File: config.mk
export PLATFORM = sky130hd
export DESIGN_NAME = x86_16_instruction_decoder
export DESIGN_NICKNAME = d
export VERILOG_FILES = /design/src/hdl/x86d_pkg.sv /design/src/hdl/x86d_gather.sv /design/src/hdl/x86d_record.sv /design/src/hdl/x86_16_instruction_decoder.sv
export VERILOG_INCLUDE_DIRS = /design/src /design/src/hdl
export SDC_FILE = /design/constraint.sdc
export NUM_CORES = 1
export LEC_CHECK = 0
export ABC_AREA = 1
export BUFFER_PORTS_ARGS = -buffer_cell sky130_fd_sc_hd__buf_2
export CAP_MARGIN = 20
export CORE_MARGIN = 5
export CORE_UTILIZATION = 50
export CTS_BUF_LIST = sky130_fd_sc_hd__clkbuf_2
export CTS_CLUSTER_DIAMETER = 60
export CTS_CLUSTER_SIZE = 30
export DETAILED_ROUTE_END_ITERATION = 10
export HOLD_SLACK_MARGIN = 0.1
export PLACE_DENSITY = 0.8
export SLEW_MARGIN = 20
export SYNTH_ARGS = -nofsm -noshare
export SYNTH_HDL_FRONTEND = slang
export SYNTH_SLANG_ARGS = --single-unit
export TNS_END_PERCENT = 20
File: constraint.sdc
create_clock -name clk -period 7.1 [get_ports clk]
set_input_delay 2.13 -clock clk [delete_from_list [all_inputs] [get_ports clk]]
set_output_delay 2.13 -clock clk [all_outputs]
set_load 0.02 [all_outputs]
File: src/hdl/x86_16_instruction_decoder_assert.svh
// Assertion macros for the x86 16-bit instruction decoder.
// Expects signals named clk and rst_n in the including module.
`ifndef X86_16_INSTRUCTION_DECODER_ASSERT_SVH
`define X86_16_INSTRUCTION_DECODER_ASSERT_SVH

// Same-cycle implication, checked outside reset
`define X86D_ASSERT_IMP(lbl, pre, post) \
  lbl: assert property (@(posedge clk) disable iff (!rst_n) (pre) |-> (post)) \
    else $error("x86d: same-cycle check failed");

// Next-cycle implication, checked outside reset
`define X86D_ASSERT_NEXT(lbl, pre, post) \
  lbl: assert property (@(posedge clk) disable iff (!rst_n) (pre) |=> (post)) \
    else $error("x86d: next-cycle check failed");

`endif

File: src/hdl/x86d_pkg.sv
// Shared types, codes and opcode field decode for the x86 16-bit decoder.
// No dependencies; used by the gather, record and top-level modules.
`timescale 1ns / 1ps
`default_nettype none

package x86d_pkg;

  // Instruction form, from the opcode byte
  typedef enum logic [2:0] {
    CL_NONE  = 3'd0,
    CL_RM    = 3'd1,
    CL_IMOV  = 3'd2,
    CL_IGRP  = 3'd3,
    CL_IREG  = 3'd4,
    CL_LOAD  = 3'd5,
    CL_STORE = 3'd6
  } form_t;

  // Mnemonic codes
  localparam logic [1:0] OP_MOV = 2'd0;
  localparam logic [1:0] OP_ADD = 2'd1;
  localparam logic [1:0] OP_SUB = 2'd2;
  localparam logic [1:0] OP_CMP = 2'd3;

  // Operand kind codes
  localparam logic [1:0] KIND_REG    = 2'd0;
  localparam logic [1:0] KIND_MEM    = 2'd1;
  localparam logic [1:0] KIND_DIRECT = 2'd2;
  localparam logic [1:0] KIND_IMM    = 2'd3;

  // Opcode patterns
  localparam logic [5:0] TOP6_MOV_RM = 6'b100010;
  localparam logic [5:0] TOP6_ADD_RM = 6'b000000;
  localparam logic [5:0] TOP6_SUB_RM = 6'b001010;
  localparam logic [5:0] TOP6_CMP_RM = 6'b001110;
  localparam logic [6:0] TOP7_IMOV   = 7'b1100011;
  localparam logic [5:0] TOP6_IGRP   = 6'b100000;
  localparam logic [3:0] TOP4_IREG   = 4'b1011;
  localparam logic [6:0] TOP7_LOAD   = 7'b1010000;
  localparam logic [6:0] TOP7_STORE  = 7'b1010001;

  // Group codes in the 80-83 reg field
  localparam logic [2:0] GRP_ADD = 3'b000;
  localparam logic [2:0] GRP_SUB = 3'b101;
  localparam logic [2:0] GRP_CMP = 3'b111;

  // mod/rm special values
  localparam logic [1:0] MOD_NODISP = 2'b00;
  localparam logic [1:0] MOD_DISP8  = 2'b01;
  localparam logic [1:0] MOD_DISP16 = 2'b10;
  localparam logic [1:0] MOD_REG    = 2'b11;
  localparam logic [2:0] RM_DIRECT  = 3'b110;

  // Instruction bytes gathered so far
  typedef struct packed {
    logic [7:0]  first_byte;
    logic [7:0]  modrm_byte;
    logic [15:0] disp_acc;
    logic [15:0] imm_acc;
    logic [2:0]  byte_count;
  } dec_state_t;

  // One result record
  typedef struct packed {
    logic        status;
    logic [1:0]  op;
    logic        wide;
    logic [1:0]  dst_kind;
    logic [2:0]  dst_reg;
    logic [1:0]  src_kind;
    logic [2:0]  src_reg;
    logic [2:0]  ea_code;
    logic [15:0] disp;
    logic [1:0]  disp_bytes;
    logic [15:0] imm;
    logic [2:0]  length;
  } rec_t;

  function automatic form_t form_of(input logic [7:0] b);
    form_t f;
    f = CL_NONE;
    if (b[7:2] == TOP6_MOV_RM || b[7:2] == TOP6_ADD_RM ||
        b[7:2] == TOP6_SUB_RM || b[7:2] == TOP6_CMP_RM) begin
      f = CL_RM;
    end else if (b[7:1] == TOP7_IMOV) begin
      f = CL_IMOV;
    end else if (b[7:2] == TOP6_IGRP) begin
      f = CL_IGRP;
    end else if (b[7:4] == TOP4_IREG) begin
      f = CL_IREG;
    end else if (b[7:1] == TOP7_LOAD) begin
      f = CL_LOAD;
    end else if (b[7:1] == TOP7_STORE) begin
      f = CL_STORE;
    end
    return f;
  endfunction

  function automatic logic has_modrm(input form_t f);
    return (f == CL_RM) || (f == CL_IMOV) || (f == CL_IGRP);
  endfunction

  // Displacement bytes that follow mod/rm (or the opcode for A0-A3)
  function automatic logic [1:0] disp_len(input form_t f, input logic [7:0] m);
    logic [1:0] n;
    n = 2'd0;
    if (f == CL_LOAD || f == CL_STORE) begin
      n = 2'd2;
    end else if (has_modrm(f)) begin
      if (m[7:6] == MOD_DISP8) begin
        n = 2'd1;
      end else if (m[7:6] == MOD_DISP16) begin
        n = 2'd2;
      end else if (m[7:6] == MOD_NODISP && m[2:0] == RM_DIRECT) begin
        n = 2'd2;
      end
    end
    return n;
  endfunction

  // Immediate bytes
  function automatic logic [1:0] imm_len(input form_t f, input logic [7:0] b);
    logic [1:0] n;
    n = 2'd0;
    if (f == CL_IMOV) begin
      n = b[0] ? 2'd2 : 2'd1;
    end else if (f == CL_IGRP) begin
      n = (!b[1] && b[0]) ? 2'd2 : 2'd1;
    end else if (f == CL_IREG) begin
      n = b[3] ? 2'd2 : 2'd1;
    end
    return n;
  endfunction

endpackage

`default_nettype wire

File: src/hdl/x86d_gather.sv
// Byte gathering state machine: tracks the instruction phase and collects
// opcode, mod/rm, displacement and immediate bytes. Uses x86d_pkg.
`timescale 1ns / 1ps
`default_nettype none

module x86d_gather (
  input  wire logic                  clk,
  input  wire logic                  rst_n,
  input  wire logic                  step,      // consume code_byte this cycle
  input  wire logic [7:0]            code_byte,
  output x86d_pkg::dec_state_t       st_nxt,    // state including this byte
  output logic                       fire,      // instruction complete
  output logic                       err        // unknown opcode or group code
);

  typedef enum logic [2:0] {
    PH_OPC   = 3'd0,
    PH_MODRM = 3'd1,
    PH_DLO   = 3'd2,
    PH_DHI   = 3'd3,
    PH_ILO   = 3'd4,
    PH_IHI   = 3'd5
  } phase_t;

  phase_t               phase_r, phase_nxt;
  x86d_pkg::dec_state_t st_r;
  x86d_pkg::form_t      form_cur, form_new;
  logic [1:0]           dlen, ilen;
  logic [2:0]           grp;

  assign form_cur = x86d_pkg::form_of(st_r.first_byte);
  assign form_new = x86d_pkg::form_of(code_byte);
  assign grp      = code_byte[5:3];

  // Displacement and immediate sizes follow the updated bytes
  always_comb begin
    dlen = x86d_pkg::disp_len(x86d_pkg::form_of(st_nxt.first_byte), st_nxt.modrm_byte);
    ilen = x86d_pkg::imm_len(x86d_pkg::form_of(st_nxt.first_byte), st_nxt.first_byte);
  end

  // Byte update and phase transition
  always_comb begin
    st_nxt    = st_r;
    phase_nxt = phase_r;
    fire      = 1'b0;
    err       = 1'b0;
    case (phase_r)
      PH_MODRM: begin
        st_nxt.byte_count = st_r.byte_count + 3'd1;
        st_nxt.modrm_byte = code_byte;
        if (form_cur == x86d_pkg::CL_IGRP && grp != x86d_pkg::GRP_ADD &&
            grp != x86d_pkg::GRP_SUB && grp != x86d_pkg::GRP_CMP) begin
          fire      = 1'b1;
          err       = 1'b1;
          phase_nxt = PH_OPC;
        end else if (dlen != 2'd0) begin
          phase_nxt = PH_DLO;
        end else if (ilen != 2'd0) begin
          phase_nxt = PH_ILO;
        end else begin
          fire      = 1'b1;
          phase_nxt = PH_OPC;
        end
      end
      PH_DLO: begin
        st_nxt.byte_count = st_r.byte_count + 3'd1;
        st_nxt.disp_acc   = {8'd0, code_byte};
        if (dlen == 2'd2) begin
          phase_nxt = PH_DHI;
        end else if (ilen != 2'd0) begin
          phase_nxt = PH_ILO;
        end else begin
          fire      = 1'b1;
          phase_nxt = PH_OPC;
        end
      end
      PH_DHI: begin
        st_nxt.byte_count = st_r.byte_count + 3'd1;
        st_nxt.disp_acc   = {code_byte, st_r.disp_acc[7:0]};
        if (ilen != 2'd0) begin
          phase_nxt = PH_ILO;
        end else begin
          fire      = 1'b1;
          phase_nxt = PH_OPC;
        end
      end
      PH_ILO: begin
        st_nxt.byte_count = st_r.byte_count + 3'd1;
        st_nxt.imm_acc    = {8'd0, code_byte};
        if (ilen == 2'd2) begin
          phase_nxt = PH_IHI;
        end else begin
          fire      = 1'b1;
          phase_nxt = PH_OPC;
        end
      end
      PH_IHI: begin
        st_nxt.byte_count = st_r.byte_count + 3'd1;
        st_nxt.imm_acc    = {code_byte, st_r.imm_acc[7:0]};
        fire              = 1'b1;
        phase_nxt         = PH_OPC;
      end
      default: begin
        // opcode wait: start a new instruction
        st_nxt.first_byte = code_byte;
        st_nxt.modrm_byte = 8'd0;
        st_nxt.disp_acc   = 16'd0;
        st_nxt.imm_acc    = 16'd0;
        st_nxt.byte_count = 3'd1;
        if (form_new == x86d_pkg::CL_NONE) begin
          fire      = 1'b1;
          err       = 1'b1;
          phase_nxt = PH_OPC;
        end else if (x86d_pkg::has_modrm(form_new)) begin
          phase_nxt = PH_MODRM;
        end else if (dlen != 2'd0) begin
          phase_nxt = PH_DLO;
        end else if (ilen != 2'd0) begin
          phase_nxt = PH_ILO;
        end else begin
          fire      = 1'b1;
          phase_nxt = PH_OPC;
        end
      end
    endcase
  end

  // State registers
  always_ff @(posedge clk) begin
    if (!rst_n) begin
      phase_r <= PH_OPC;
      st_r    <= '0;
    end else if (step) begin
      phase_r <= phase_nxt;
      st_r    <= st_nxt;
    end
  end

endmodule

`default_nettype wire

File: src/hdl/x86d_record.sv
// Result record builder: maps the gathered instruction bytes to operand
// kinds, registers, displacement and immediate. Uses x86d_pkg.
`timescale 1ns / 1ps
`default_nettype none

module x86d_record (
  input  wire x86d_pkg::dec_state_t st,
  input  wire logic                 err,
  output x86d_pkg::rec_t            rec
);

  x86d_pkg::form_t form;
  logic [7:0]      b;
  logic [2:0]      regf, rm;
  logic [1:0]      mod;
  logic [1:0]      rm_kind;
  logic [2:0]      rm_reg, rm_ea;
  logic [15:0]     rm_disp;
  logic [1:0]      rm_dbytes;

  assign b    = st.first_byte;
  assign form = x86d_pkg::form_of(b);
  assign regf = st.modrm_byte[5:3];
  assign rm   = st.modrm_byte[2:0];
  assign mod  = st.modrm_byte[7:6];

  // r/m operand with its displacement
  always_comb begin
    rm_kind   = x86d_pkg::KIND_REG;
    rm_reg    = 3'd0;
    rm_ea     = 3'd0;
    rm_disp   = 16'd0;
    rm_dbytes = 2'd0;
    if (mod == x86d_pkg::MOD_REG) begin
      rm_reg = rm;
    end else if (mod == x86d_pkg::MOD_NODISP && rm == x86d_pkg::RM_DIRECT) begin
      rm_kind   = x86d_pkg::KIND_DIRECT;
      rm_disp   = st.disp_acc;
      rm_dbytes = 2'd2;
    end else begin
      rm_kind = x86d_pkg::KIND_MEM;
      rm_ea   = rm;
      if (mod == x86d_pkg::MOD_DISP8) begin
        rm_disp   = {{8{st.disp_acc[7]}}, st.disp_acc[7:0]};
        rm_dbytes = 2'd1;
      end else if (mod == x86d_pkg::MOD_DISP16) begin
        rm_disp   = st.disp_acc;
        rm_dbytes = 2'd2;
      end
    end
  end

  // Record fields per instruction form
  always_comb begin
    rec        = '0;
    rec.length = st.byte_count;
    if (err) begin
      rec.status = 1'b1;
    end else begin
      case (form)
        x86d_pkg::CL_RM: begin
          if (b[7:2] == x86d_pkg::TOP6_MOV_RM) begin
            rec.op = x86d_pkg::OP_MOV;
          end else if (b[7:2] == x86d_pkg::TOP6_ADD_RM) begin
            rec.op = x86d_pkg::OP_ADD;
          end else if (b[7:2] == x86d_pkg::TOP6_SUB_RM) begin
            rec.op = x86d_pkg::OP_SUB;
          end else begin
            rec.op = x86d_pkg::OP_CMP;
          end
          rec.wide       = b[0];
          rec.ea_code    = rm_ea;
          rec.disp       = rm_disp;
          rec.disp_bytes = rm_dbytes;
          // D bit: reg field is the destination
          if (b[1]) begin
            rec.dst_kind = x86d_pkg::KIND_REG;
            rec.dst_reg  = regf;
            rec.src_kind = rm_kind;
            rec.src_reg  = rm_reg;
          end else begin
            rec.dst_kind = rm_kind;
            rec.dst_reg  = rm_reg;
            rec.src_kind = x86d_pkg::KIND_REG;
            rec.src_reg  = regf;
          end
        end
        x86d_pkg::CL_IMOV, x86d_pkg::CL_IGRP: begin
          if (form == x86d_pkg::CL_IMOV) begin
            rec.op  = x86d_pkg::OP_MOV;
            rec.imm = b[0] ? st.imm_acc : {8'd0, st.imm_acc[7:0]};
          end else begin
            if (regf == x86d_pkg::GRP_ADD) begin
              rec.op = x86d_pkg::OP_ADD;
            end else if (regf == x86d_pkg::GRP_SUB) begin
              rec.op = x86d_pkg::OP_SUB;
            end else begin
              rec.op = x86d_pkg::OP_CMP;
            end
            // sign-extended byte only when S and W are both set
            if (b[1] && b[0]) begin
              rec.imm = {{8{st.imm_acc[7]}}, st.imm_acc[7:0]};
            end else if (!b[0]) begin
              rec.imm = {8'd0, st.imm_acc[7:0]};
            end else begin
              rec.imm = st.imm_acc;
            end
          end
          rec.wide       = b[0];
          rec.dst_kind   = rm_kind;
          rec.dst_reg    = rm_reg;
          rec.ea_code    = rm_ea;
          rec.disp       = rm_disp;
          rec.disp_bytes = rm_dbytes;
          rec.src_kind   = x86d_pkg::KIND_IMM;
        end
        x86d_pkg::CL_IREG: begin
          rec.wide     = b[3];
          rec.dst_reg  = b[2:0];
          rec.src_kind = x86d_pkg::KIND_IMM;
          rec.imm      = b[3] ? st.imm_acc : {8'd0, st.imm_acc[7:0]};
        end
        x86d_pkg::CL_LOAD: begin
          rec.wide       = b[0];
          rec.src_kind   = x86d_pkg::KIND_DIRECT;
          rec.disp       = st.disp_acc;
          rec.disp_bytes = 2'd2;
        end
        default: begin
          // accumulator to direct memory
          rec.wide       = b[0];
          rec.dst_kind   = x86d_pkg::KIND_DIRECT;
          rec.disp       = st.disp_acc;
          rec.disp_bytes = 2'd2;
        end
      endcase
    end
  end

endmodule

`default_nettype wire

File: src/hdl/x86_16_instruction_decoder.sv
// x86 16-bit decoder (mov/add/sub/cmp): one code byte per request.
// The last byte passes the input register, then is decoded into the result
// register, which drives out_valid.
// Throughput: one byte per cycle unless stalled; the result register frees its slot in the
// cycle it is taken, so in_stall only rises when a finished record is stalled.
// Reset: synchronous, active low; returns to opcode wait with both stages empty.
`timescale 1ns / 1ps
`default_nettype none

module x86_16_instruction_decoder (
  input  wire logic        clk,
  input  wire logic        rst_n,
  input  wire logic        in_valid,
  output logic             in_stall,
  input  wire logic [7:0]  in_code_byte,
  output logic             out_valid,
  input  wire logic        out_stall,
  output logic             out_status,
  output logic [1:0]       out_op,
  output logic             out_wide,
  output logic [1:0]       out_dst_kind,
  output logic [2:0]       out_dst_reg,
  output logic [1:0]       out_src_kind,
  output logic [2:0]       out_src_reg,
  output logic [2:0]       out_ea_code,
  output logic [15:0]      out_disp,
  output logic [1:0]       out_disp_bytes,
  output logic [15:0]      out_imm,
  output logic [2:0]       out_length
);

`include "x86_16_instruction_decoder_assert.svh"

  logic                 byte_valid_r;
  logic [7:0]           byte_r;
  logic                 slot_free, step, fire, err;
  x86d_pkg::dec_state_t st_nxt;
  x86d_pkg::rec_t       rec, rec_r;
  logic                 out_valid_r;

  // Pipeline control
  assign slot_free = !out_valid_r || !out_stall;
  assign step      = byte_valid_r && slot_free;
  assign in_stall  = byte_valid_r && !slot_free;

  x86d_gather u_gather (
    .clk       (clk),
    .rst_n     (rst_n),
    .step      (step),
    .code_byte (byte_r),
    .st_nxt    (st_nxt),
    .fire      (fire),
    .err       (err)
  );

  x86d_record u_record (
    .st  (st_nxt),
    .err (err),
    .rec (rec)
  );

  // Input register
  always_ff @(posedge clk) begin
    if (!rst_n) begin
      byte_valid_r <= 1'b0;
    end else if (in_valid && !in_stall) begin
      byte_valid_r <= 1'b1;
    end else if (step) begin
      byte_valid_r <= 1'b0;
    end
  end

  always_ff @(posedge clk) begin
    if (in_valid && !in_stall) begin
      byte_r <= in_code_byte;
    end
  end

  // Result register
  always_ff @(posedge clk) begin
    if (!rst_n) begin
      out_valid_r <= 1'b0;
    end else if (step && fire) begin
      out_valid_r <= 1'b1;
    end else if (!out_stall) begin
      out_valid_r <= 1'b0;
    end
  end

  always_ff @(posedge clk) begin
    if (step && fire) begin
      rec_r <= rec;
    end
  end

  assign out_valid      = out_valid_r;
  assign out_status     = rec_r.status;
  assign out_op         = rec_r.op;
  assign out_wide       = rec_r.wide;
  assign out_dst_kind   = rec_r.dst_kind;
  assign out_dst_reg    = rec_r.dst_reg;
  assign out_src_kind   = rec_r.src_kind;
  assign out_src_reg    = rec_r.src_reg;
  assign out_ea_code    = rec_r.ea_code;
  assign out_disp       = rec_r.disp;
  assign out_disp_bytes = rec_r.disp_bytes;
  assign out_imm        = rec_r.imm;
  assign out_length     = rec_r.length;

  // Checks
  `X86D_ASSERT_IMP(a_stall_only_on_held_record, in_stall, out_valid && out_stall)
  `X86D_ASSERT_IMP(a_err_length, out_valid && out_status, out_length == 3'd1 || out_length == 3'd2)
  `X86D_ASSERT_IMP(a_ok_length, out_valid && !out_status, out_length != 3'd0 && out_length != 3'd7)
  `X86D_ASSERT_NEXT(a_record_loaded, step && fire, out_valid)

endmodule

`default_nettype wire
; ---- Yosys cells after proc, flatten, opt, wreduce, memory -nomap -nowiden
; Index checks and enable logic that the tools add are counted.
; Widths: inputs -> output; s select.
[classes]
addsub = 1
n_eq_ne = 49
muxes = 87
n_bitwise = 2
reduce_logical = 50
[ops]
columns = op, n
row1 = $mux 16, 8
row2 = $pmux 16 s3, 2
row3 = $mux 3, 27
row4 = $eq 7x7->1 const B, 9
row5 = $mux 2, 21
row6 = $eq 6x4->1 const B, 6
row7 = $eq 6x6->1 const B, 6
row8 = $pmux 18 s2, 1
row9 = $pmux 16 s2, 1
row10 = $eq 3x2->1 const B, 7
row11 = $eq 3x3->1 const B, 7
row12 = $logic_not 6->1, 3
row13 = $mux 1, 17
row14 = $pmux 8 s2, 1
row15 = $logic_or 1x1->1, 15
row16 = $pmux 3 s5, 1
row17 = $eq 4x4->1 const B, 3
row18 = $pmux 2 s3, 2
row19 = $reduce_or 3->1, 4
row20 = $logic_and 1x1->1, 10
row21 = $mux 10, 1
row22 = $eq 3x1->1 const B, 3
row23 = $pmux 3 s3, 1
row24 = $eq 2x2->1 const B, 4
row25 = 17 further kinds, 29
[word_totals]
ff_bits = 118
in_bits = 12
out_inout_bits = 56
word_cells = 210

; ---- Depth between registers and ports, before layout
; Gate-level depths: netlist of the first run.
[logic_depth]
ltp_word = 22
depth_mapped = 20
depth_no_buf = 19

; ---- By module
; A second synthesis of the first run with hierarchy kept.
[unflattened]
hier_cells = 864
hier_area_um2 = 6653.9
[modules_own_cells]
columns = module, n_inst, cells_per_inst, area_each_um2, seq_area_each_um2
row1 = x86d_gather, 1, 494, 3303.2, 1081.0
row2 = x86_16_instruction_decoder, 1, 79, 1968.1, 1901.8
row3 = x86d_record, 1, 291, 1382.6, 0.0

; ---- Worst setup path after synthesis of the first run
; OpenSTA, ideal clock, no wires.
[synth_timing]
kind = in2out
startpoint = in out_stall
endpoint = out in_stall
arrival_ns = 2.521
required_time_ns = 4.970
setup_slack_ns = 2.449
stages = 2
cell_sequence = nand2_1 nor2_1
[synth_via]
elab_chain_len = 4
[synth_rtl]
columns = item, line
row1 = start: declaration, x86_16_instruction_decoder.sv:17  ; input wire logic out_stall,
row2 = $logic_not 1->1, --
row3 = $logic_or 1x1->1, x86_16_instruction_decoder.sv:42  ; assign slot_free = !out_valid_r || !out_stall;
row4 = $logic_not 1->1, x86_16_instruction_decoder.sv:44  ; assign in_stall = byte_valid_r && !slot_free;
row5 = $logic_and 1x1->1, x86_16_instruction_decoder.sv:44
row6 = end: declaration, x86_16_instruction_decoder.sv:14  ; output logic in_stall,
; Every way passes these cells.

; ---- Final worst setup path of the first run
; Ends and elaborated chain as after synthesis.

==> results.md, run 1 <==
* Max VDD drop at 0.1315 mV
* Hold path start: u_gather.st_r[2]
* Reg clk slew, reported paths at 0.17 ns
* R2R cell count at 17
* CTS tree: done
* Reg with most FFs: u_gather.st_r
* Net Sw Power at 465.9 uW
* Post-DP HPWL at 8705 um
* # resized after CTS at 0
* Clock Skew at 0.03131 ns
* Area leader, netlist: edfxtp_1
* Most frequent cell on the critical path: buf_2
* Post-synthesis net count at 698
* CTS Buf Count at 17
* Setup CP Type: input pin to primary output
* Fmax at 0.2107 GHz
* Routed Wire Length at 13050 um
* CTS Hold Bufs at 0
* Register Area at 2983 um2
* CORE AREA at 11320 um2
* Cell Area, Synth at 5738 um2
* Seq/Total Area, Yosys at 51.98%
* CP startpoint kind: input pin
* RSZ-0062 raised after global routing: false
* Remaining Overflow, GRT at 0
* Slowest cell on crit path: buf_2
* Setup violators final at 0
* Seq pwr share at 50.7%
* Vias/cell at 5.424
* Sw frac at 30.23%
* Non-Filler Instances at 906
* Multi-input combinational cell area at 2076 um2
* Top cells by count, synth: 140 x inv_1, 77 x a21oi_1, 76 x nand2_1
* CTS Sinks at 118
* RR Startpoint: u_gather.phase_r[1]
* Root buffer cell: clkbuf_2
* Required @ worst endpoint at 4.97 ns
* Largest net degree at the start of global routing at 55
* Worst Setup SP: out_stall
* Clock Path Buffers at 2
* End of the worst register-to-register path: out_imm[10]
* Least-Margin Pin Slew at 0.9161 ns
* TNS Setup at 0 ns
* Final Wtd Congestion at 0.8754
* Crit path DAT at 2.62 ns
* Fin. max-slew vios at 0
* Tot GR Track Use at 19.70%
* Flop-to-flop setup slack at 3.15 ns
* Count of different cell masters after synthesis at 43
* Synthesized flop and latch total at 118
* Die Span X at 117.1 um
* Diode count at 0
* Hold WS at 0.4996 ns
* DR pass1 iterations at 6
* Crit-path cells: buf_2, nand2_1, nor2_1, buf_2
* Insertion delay to the later sink of the worst-skew pair at 0.66 ns
* Post-CTS setup buffer count at 0
* Int Pwr at 1.075 mW
* Top_reg_cell synth: edfxtp_1
* Io pins at 68
* Total number of vias at 4914
* Layout area overhead at 11.88%
* Utilization after layout at 56.71%
* Critical path capture point type: primary output
* Post-Synthesis Cells at 685
* Fillers at 1032
* Drt wl/cell at 14.41 um
* Cell with the most instances after synthesis: inv_1
* Starting density of the core at 50.69%
* Worst relative slew slack at 38.93%
* Cell depth of the worst hold path at 2
* H-tree levels at 4
* Yosys top cell area share at 32.45%
* Final nets at 763
* Post-synth EDFFs at 62
* Placed cells at 874
* Share of cells above drive strength 1 at 18.61%
* Antenna violations before repair at 0
* Yosys Warn Count at 0
* Comb power frac at 18.0%
* Max_cap viols at 0
* Clock power share at 31.3%
* Post-DRT Antenna Nets at 0
* Outcome: finished, final reports clean
* HP Class: flop to flop
* IO buf count at 67
* PwrDens at 240.1 nW/um2
* Slowest Stage Delay on Critical Path at 0.18 ns
* Die height at 117.1 um
* CP Max Fanout at 3
* Vias in the first global route at 4393
* Period utilization at 66.84%
* Tmin final at 4.745 ns
* Final hold vios at 0
* Synth area leaders: edfxtp_1 32%, dfxtp_1 20%, inv_1 9.2%, a21oi_1 6.7%, o21ai_0 5.1%
* Number of flip-flops in the largest register at 51
* Hold endpoint: u_gather.st_r[2]
* Static leakage at 2.865 nW
* First-pass GRT wire length at 21130 um
* Rows at 39
* Mean Syn Cell Area at 8.377 um2
* DR DRC count at 0
* Async SR Flop Fraction at 0%
* Die area at 13720 um2
* DRT iter0 DRCs at 460
[metrics by stage]
stage | instance area (um2) | power [mW] | setup slack, ns
3_5_place_dp | 6155 | 1.070 | 2.355
5_1_grt | 6420 | 1.618 | 2.279
6_report | 6420 | 1.541 | 2.355
4_1_cts | 6419 | 1.544 | 2.351
3_3_place_gp | 6155 | 1.066 | 2.361
2_1_floorplan | 5738 | 1.007 | 2.449
[worst max-delay path by stage]
| stage | to | slack (ns) | depth (start not counted) |
|---|---|---|---|
| after floorplan | in_stall | 2.45 | 2 |
| after global placement | in_stall | 2.36 | 4 |
| after detailed placement | in_stall | 2.36 | 4 |
| after CTS | in_stall | 2.35 | 4 |
| after global routing | in_stall | 2.28 | 4 |
| final | in_stall | 2.35 | 4 |
[cell families (layout without fill, tap and decap cells)]
| logic type | count (synthesis) | after routing | synth area share, % |
|---|---|---|---|
| AO/OA/AOI/OAI | 199 | 199 | 20.32 |
| adder cells (fa/ha/maj) | 1 | 1 | 0.2180 |
| buffers and inverters | 174 | 252 | 11.88 |
| flip-flops | 118 | 118 | 51.98 |
| AND/OR/NAND/NOR | 193 | 193 | 15.59 |
[area by class of cell]
type / count / share of cell area (%)
flip-flops and latches: 118 / 46.46
multi-input cells: 393 / 32.33
inverters: 151 / 8.848
repair buffers: 69 / 5.457
well taps: 143 / 2.787
clock inverters: 10 / 2.397
clock buffers: 22 / 1.715
[cells in the final DEF (no fill, tap or decap), drive strengths merged]
master | synthesis | final
clkinvlp | 0 | 1
nand4 | 6 | 6
a21oi | 78 | 78
and2 | 1 | 1
bufinv | 0 | 4
clkinv | 3 | 9
nand3 | 24 | 24
nor4 | 1 | 1
buf | 7 | 69
nor3 | 9 | 9
a22oi | 8 | 8
o22ai | 34 | 34
clkbuf | 16 | 22
o21ai | 61 | 61
or2 | 1 | 1
a31oi | 4 | 4
a41oi | 1 | 1
o21bai | 2 | 2
edfxtp | 62 | 62
dfxtp | 56 | 56
a211oi | 1 | 1
a221oi | 2 | 2
nor2 | 65 | 65
nand3b | 1 | 1
o31ai | 2 | 2
a311oi | 1 | 1
inv | 148 | 147
nand2 | 85 | 85
ha | 1 | 1
o211ai | 5 | 5
[critical path, delay by kind of cell]
family	cells	cell delay [ns]
buffers and inverters	2	0.25
AND/OR/NAND/NOR	2	0.22
[layer usage]
layer  up-vias  part of all wire (%)  global-route usage (%)
met4         0                   2.0                   6.651
met1      2224                    43                   27.33
li1       2414                     -                       -
met3        35                   9.2                   3.959
met5         -                     0                       0
met2       241                    46                   31.06
[power by group through the flow]
stage	clock (mW)	sequential, mW	combinational (mW)
5_1_grt	0.524	0.785	0.308
2_1_floorplan	0	0.811	0.196
3_5_place_dp	0	0.795	0.275
3_3_place_gp	0	0.795	0.270
4_1_cts	0.487	0.780	0.276
6_report	0.482	0.781	0.278
Note: power is estimated with default switching activity, not from simulation.
==> run 2, diff against run 1 <==
Clock period 7.1 ns to 4.6 ns, I/O delays scaled along.
==> results.md, run 2 (synthesis results as in run 1) <==
* Outcome: finished, final reports clean
* First-pass GRT wire length at 21360 um (+1.1%)
* Final nets at 765 (+0.26%)
* RSZ-0062 raised after global routing: false
* Cell depth of the worst hold path at 2 (unchanged)
* Die height at 117.1 um (unchanged)
* CP Max Fanout at 33 (+30)
* Remaining Overflow, GRT at 0 (unchanged)
* Reg with most FFs: u_gather.st_r
* Reg clk slew, reported paths at 0.19 ns (+0.02 ns)
* Post-DRT Antenna Nets at 0 (unchanged)
* Drt wl/cell at 14.54 um (+0.96%)
* Post-CTS setup buffer count at 0 (unchanged)
* Die area at 13720 um2 (unchanged)
* Period utilization at 74.79%
* Io pins at 68 (unchanged)
* Insertion delay to the later sink of the worst-skew pair at 0.67 ns (about the same)
* DR DRC count at 0 (unchanged)
* Clock Path Buffers at 2 (unchanged)
* DRT iter0 DRCs at 407 (-12%)
* PwrDens at 370.8 nW/um2 (+54%)
* Diode count at 0 (unchanged)
* DR pass1 iterations at 5 (-1)
* Antenna violations before repair at 0 (unchanged)
* # resized after CTS at 0 (unchanged)
* Number of flip-flops in the largest register at 51 (unchanged)
* Buffer and inverter count on the worst path at 4 (+2)
* Commonest non-fill, non-tap cell in the layout: inv_1
* IO buf count at 67 (unchanged)
* Clock Skew at 0.02627 ns (-0.005043 ns)
* Crit-path cells: inv_2, nand2_2, nand3_4, nand2_1, nand2_1, nor2_2, nand2_1, nor2_2, nand2_1, o21ai_0, inv_1, nand3_1, nand2_1, nand2_1, nor2_1, nand2_1, nand2_1, inv_2, buf_4
* Fin. max-slew vios at 0 (unchanged)
* Starting density of the core at 50.69% (unchanged)
* Die Span X at 117.1 um (unchanged)
* Layout area overhead at 12.30%
* Share of cells above drive strength 1 at 18.82% (+0.21 points)
* Setup violators final at 0 (unchanged)
* Rows at 39 (unchanged)
* Static leakage at 2.860 nW (-0.17%)
* TNS Setup at 0 ns (unchanged)
* R2R cell count at 19 (+2)
* Most frequent cells in the layout: 139 x inv_1, 77 x a21oi_1, 75 x nand2_1
* Post-DP HPWL at 9045 um (+3.9%)
* Critical path capture point type: flop
* Root buffer cell: clkbuf_2
* H-tree levels at 4 (unchanged)
* Final Wtd Congestion at 0.9252 (+5.7%)
* Top Family by Delay on Critical Path: simple AND/OR/NAND/NOR gates
* Hold WS at 0.5068 ns (+0.007167 ns)
* Crit path DAT at 3.77 ns (+1.15 ns)
* CP startpoint kind: flop
* Tot GR Track Use at 20.13% (+0.43 points)
* Max_cap viols at 0 (unchanged)
* Routed Wire Length at 13210 um (+1.2%)
* Required @ worst endpoint at 4.93 ns (-0.04 ns)
* Vias/cell at 5.312 (-2.1%)
* Vias in the first global route at 4457 (+1.5%)
* Largest net degree at the start of global routing at 44 (-20%)
* Setup CP Type: flop to flop
* Max VDD drop at 0.2718 mV (+110%)
* Most frequent cell on the critical path: nand2_1
* HP Class: flop to flop
* Slowest Stage Delay on Critical Path at 0.50 ns (+0.32 ns)
* Final hold vios at 0 (unchanged)
* Slowest cell on crit path: dfxtp_1
* Fmax at 0.2907 GHz
* Tmin final at 3.440 ns
* CTS Hold Bufs at 0 (unchanged)
* Worst relative slew slack at 49.51% (+11 points)
* CTS tree: done
* Critical Path Stages at 19 (+15)
* CTS Sinks at 118 (unchanged)
* Least-Margin Pin Slew at 0.7545 ns (-0.1616 ns)
* CTS Buf Count at 17 (unchanged)
* Total number of vias at 4823 (-1.9%)
* CORE AREA at 11320 um2 (unchanged)
-- run 2: final cells by class --
class / instances / area [um2]
repair buffers: 71 / 365.4
clock buffers: 18 / 90.09
flip-flops and latches: 118 / 2983
fillers: 1049 / 4877
well taps: 143 / 178.9
multi-input cells: 393 / 2076
inverters: 151 / 566.8
clock inverters: 14 / 183.9
-- run 2: worst register-to-register path: stages (launching register included) --
cell and delay [ns]:
dfxtp_1 0.50, inv_2 0.09, nand2_2 0.27, nand3_4 0.27, nand2_1 0.16, nand2_1 0.13, nor2_2 0.23, nand2_1 0.11
nor2_2 0.20, nand2_1 0.07, o21ai_0 0.08, inv_1 0.07, nand3_1 0.07, nand2_1 0.05, nand2_1 0.08, nor2_1 0.05
nand2_1 0.08, nand2_1 0.09, inv_2 0.09, buf_4 0.37
-- run 2: per-stage QoR --
| step | power (mW) | instance area (um2) | instances | setup WS (ns) | utilization, % |
|---|---|---|---|---|---|
| CTS | 2.397 | 6444 | 908 | 1.198 | 56.92 |
| floorplan | 1.554 | 5738 | 685 | 1.175 | - |
| finish | 2.389 | 6444 | 908 | 1.160 | 56.92 |
| detailed placement | 1.656 | 6170 | 876 | 1.172 | 54.50 |
| global placement | 1.650 | 6170 | 876 | 1.273 | 54.50 |
| global route | 2.503 | 6444 | 908 | 0.8404 | 56.92 |
-- run 2: worst paths after layout --
path                       to                 from  slack, ns
min reg2reg  u_gather.st_r[2]     u_gather.st_r[2]       0.51
max            out_src_reg[1]  u_gather.phase_r[1]       1.16
max reg2reg    out_src_reg[1]  u_gather.phase_r[1]       1.16
min          u_gather.st_r[2]     u_gather.st_r[2]       0.51
-- run 2: layer usage --
layer | GRT usage [%] | vias up | part of all wire [%]
li1 | - | 2423 | -
met1 | 26.54 | 2213 | 45
met2 | 32.31 | 169 | 46
met3 | 5.296 | 18 | 7.6
met4 | 6.957 | 0 | 1.2
met5 | 0 | - | 0
-- run 2: power by group --
part           internal [mW]  switching (mW)
logic                  0.119           0.316
registers               1.18          0.0261
clock network          0.353           0.397
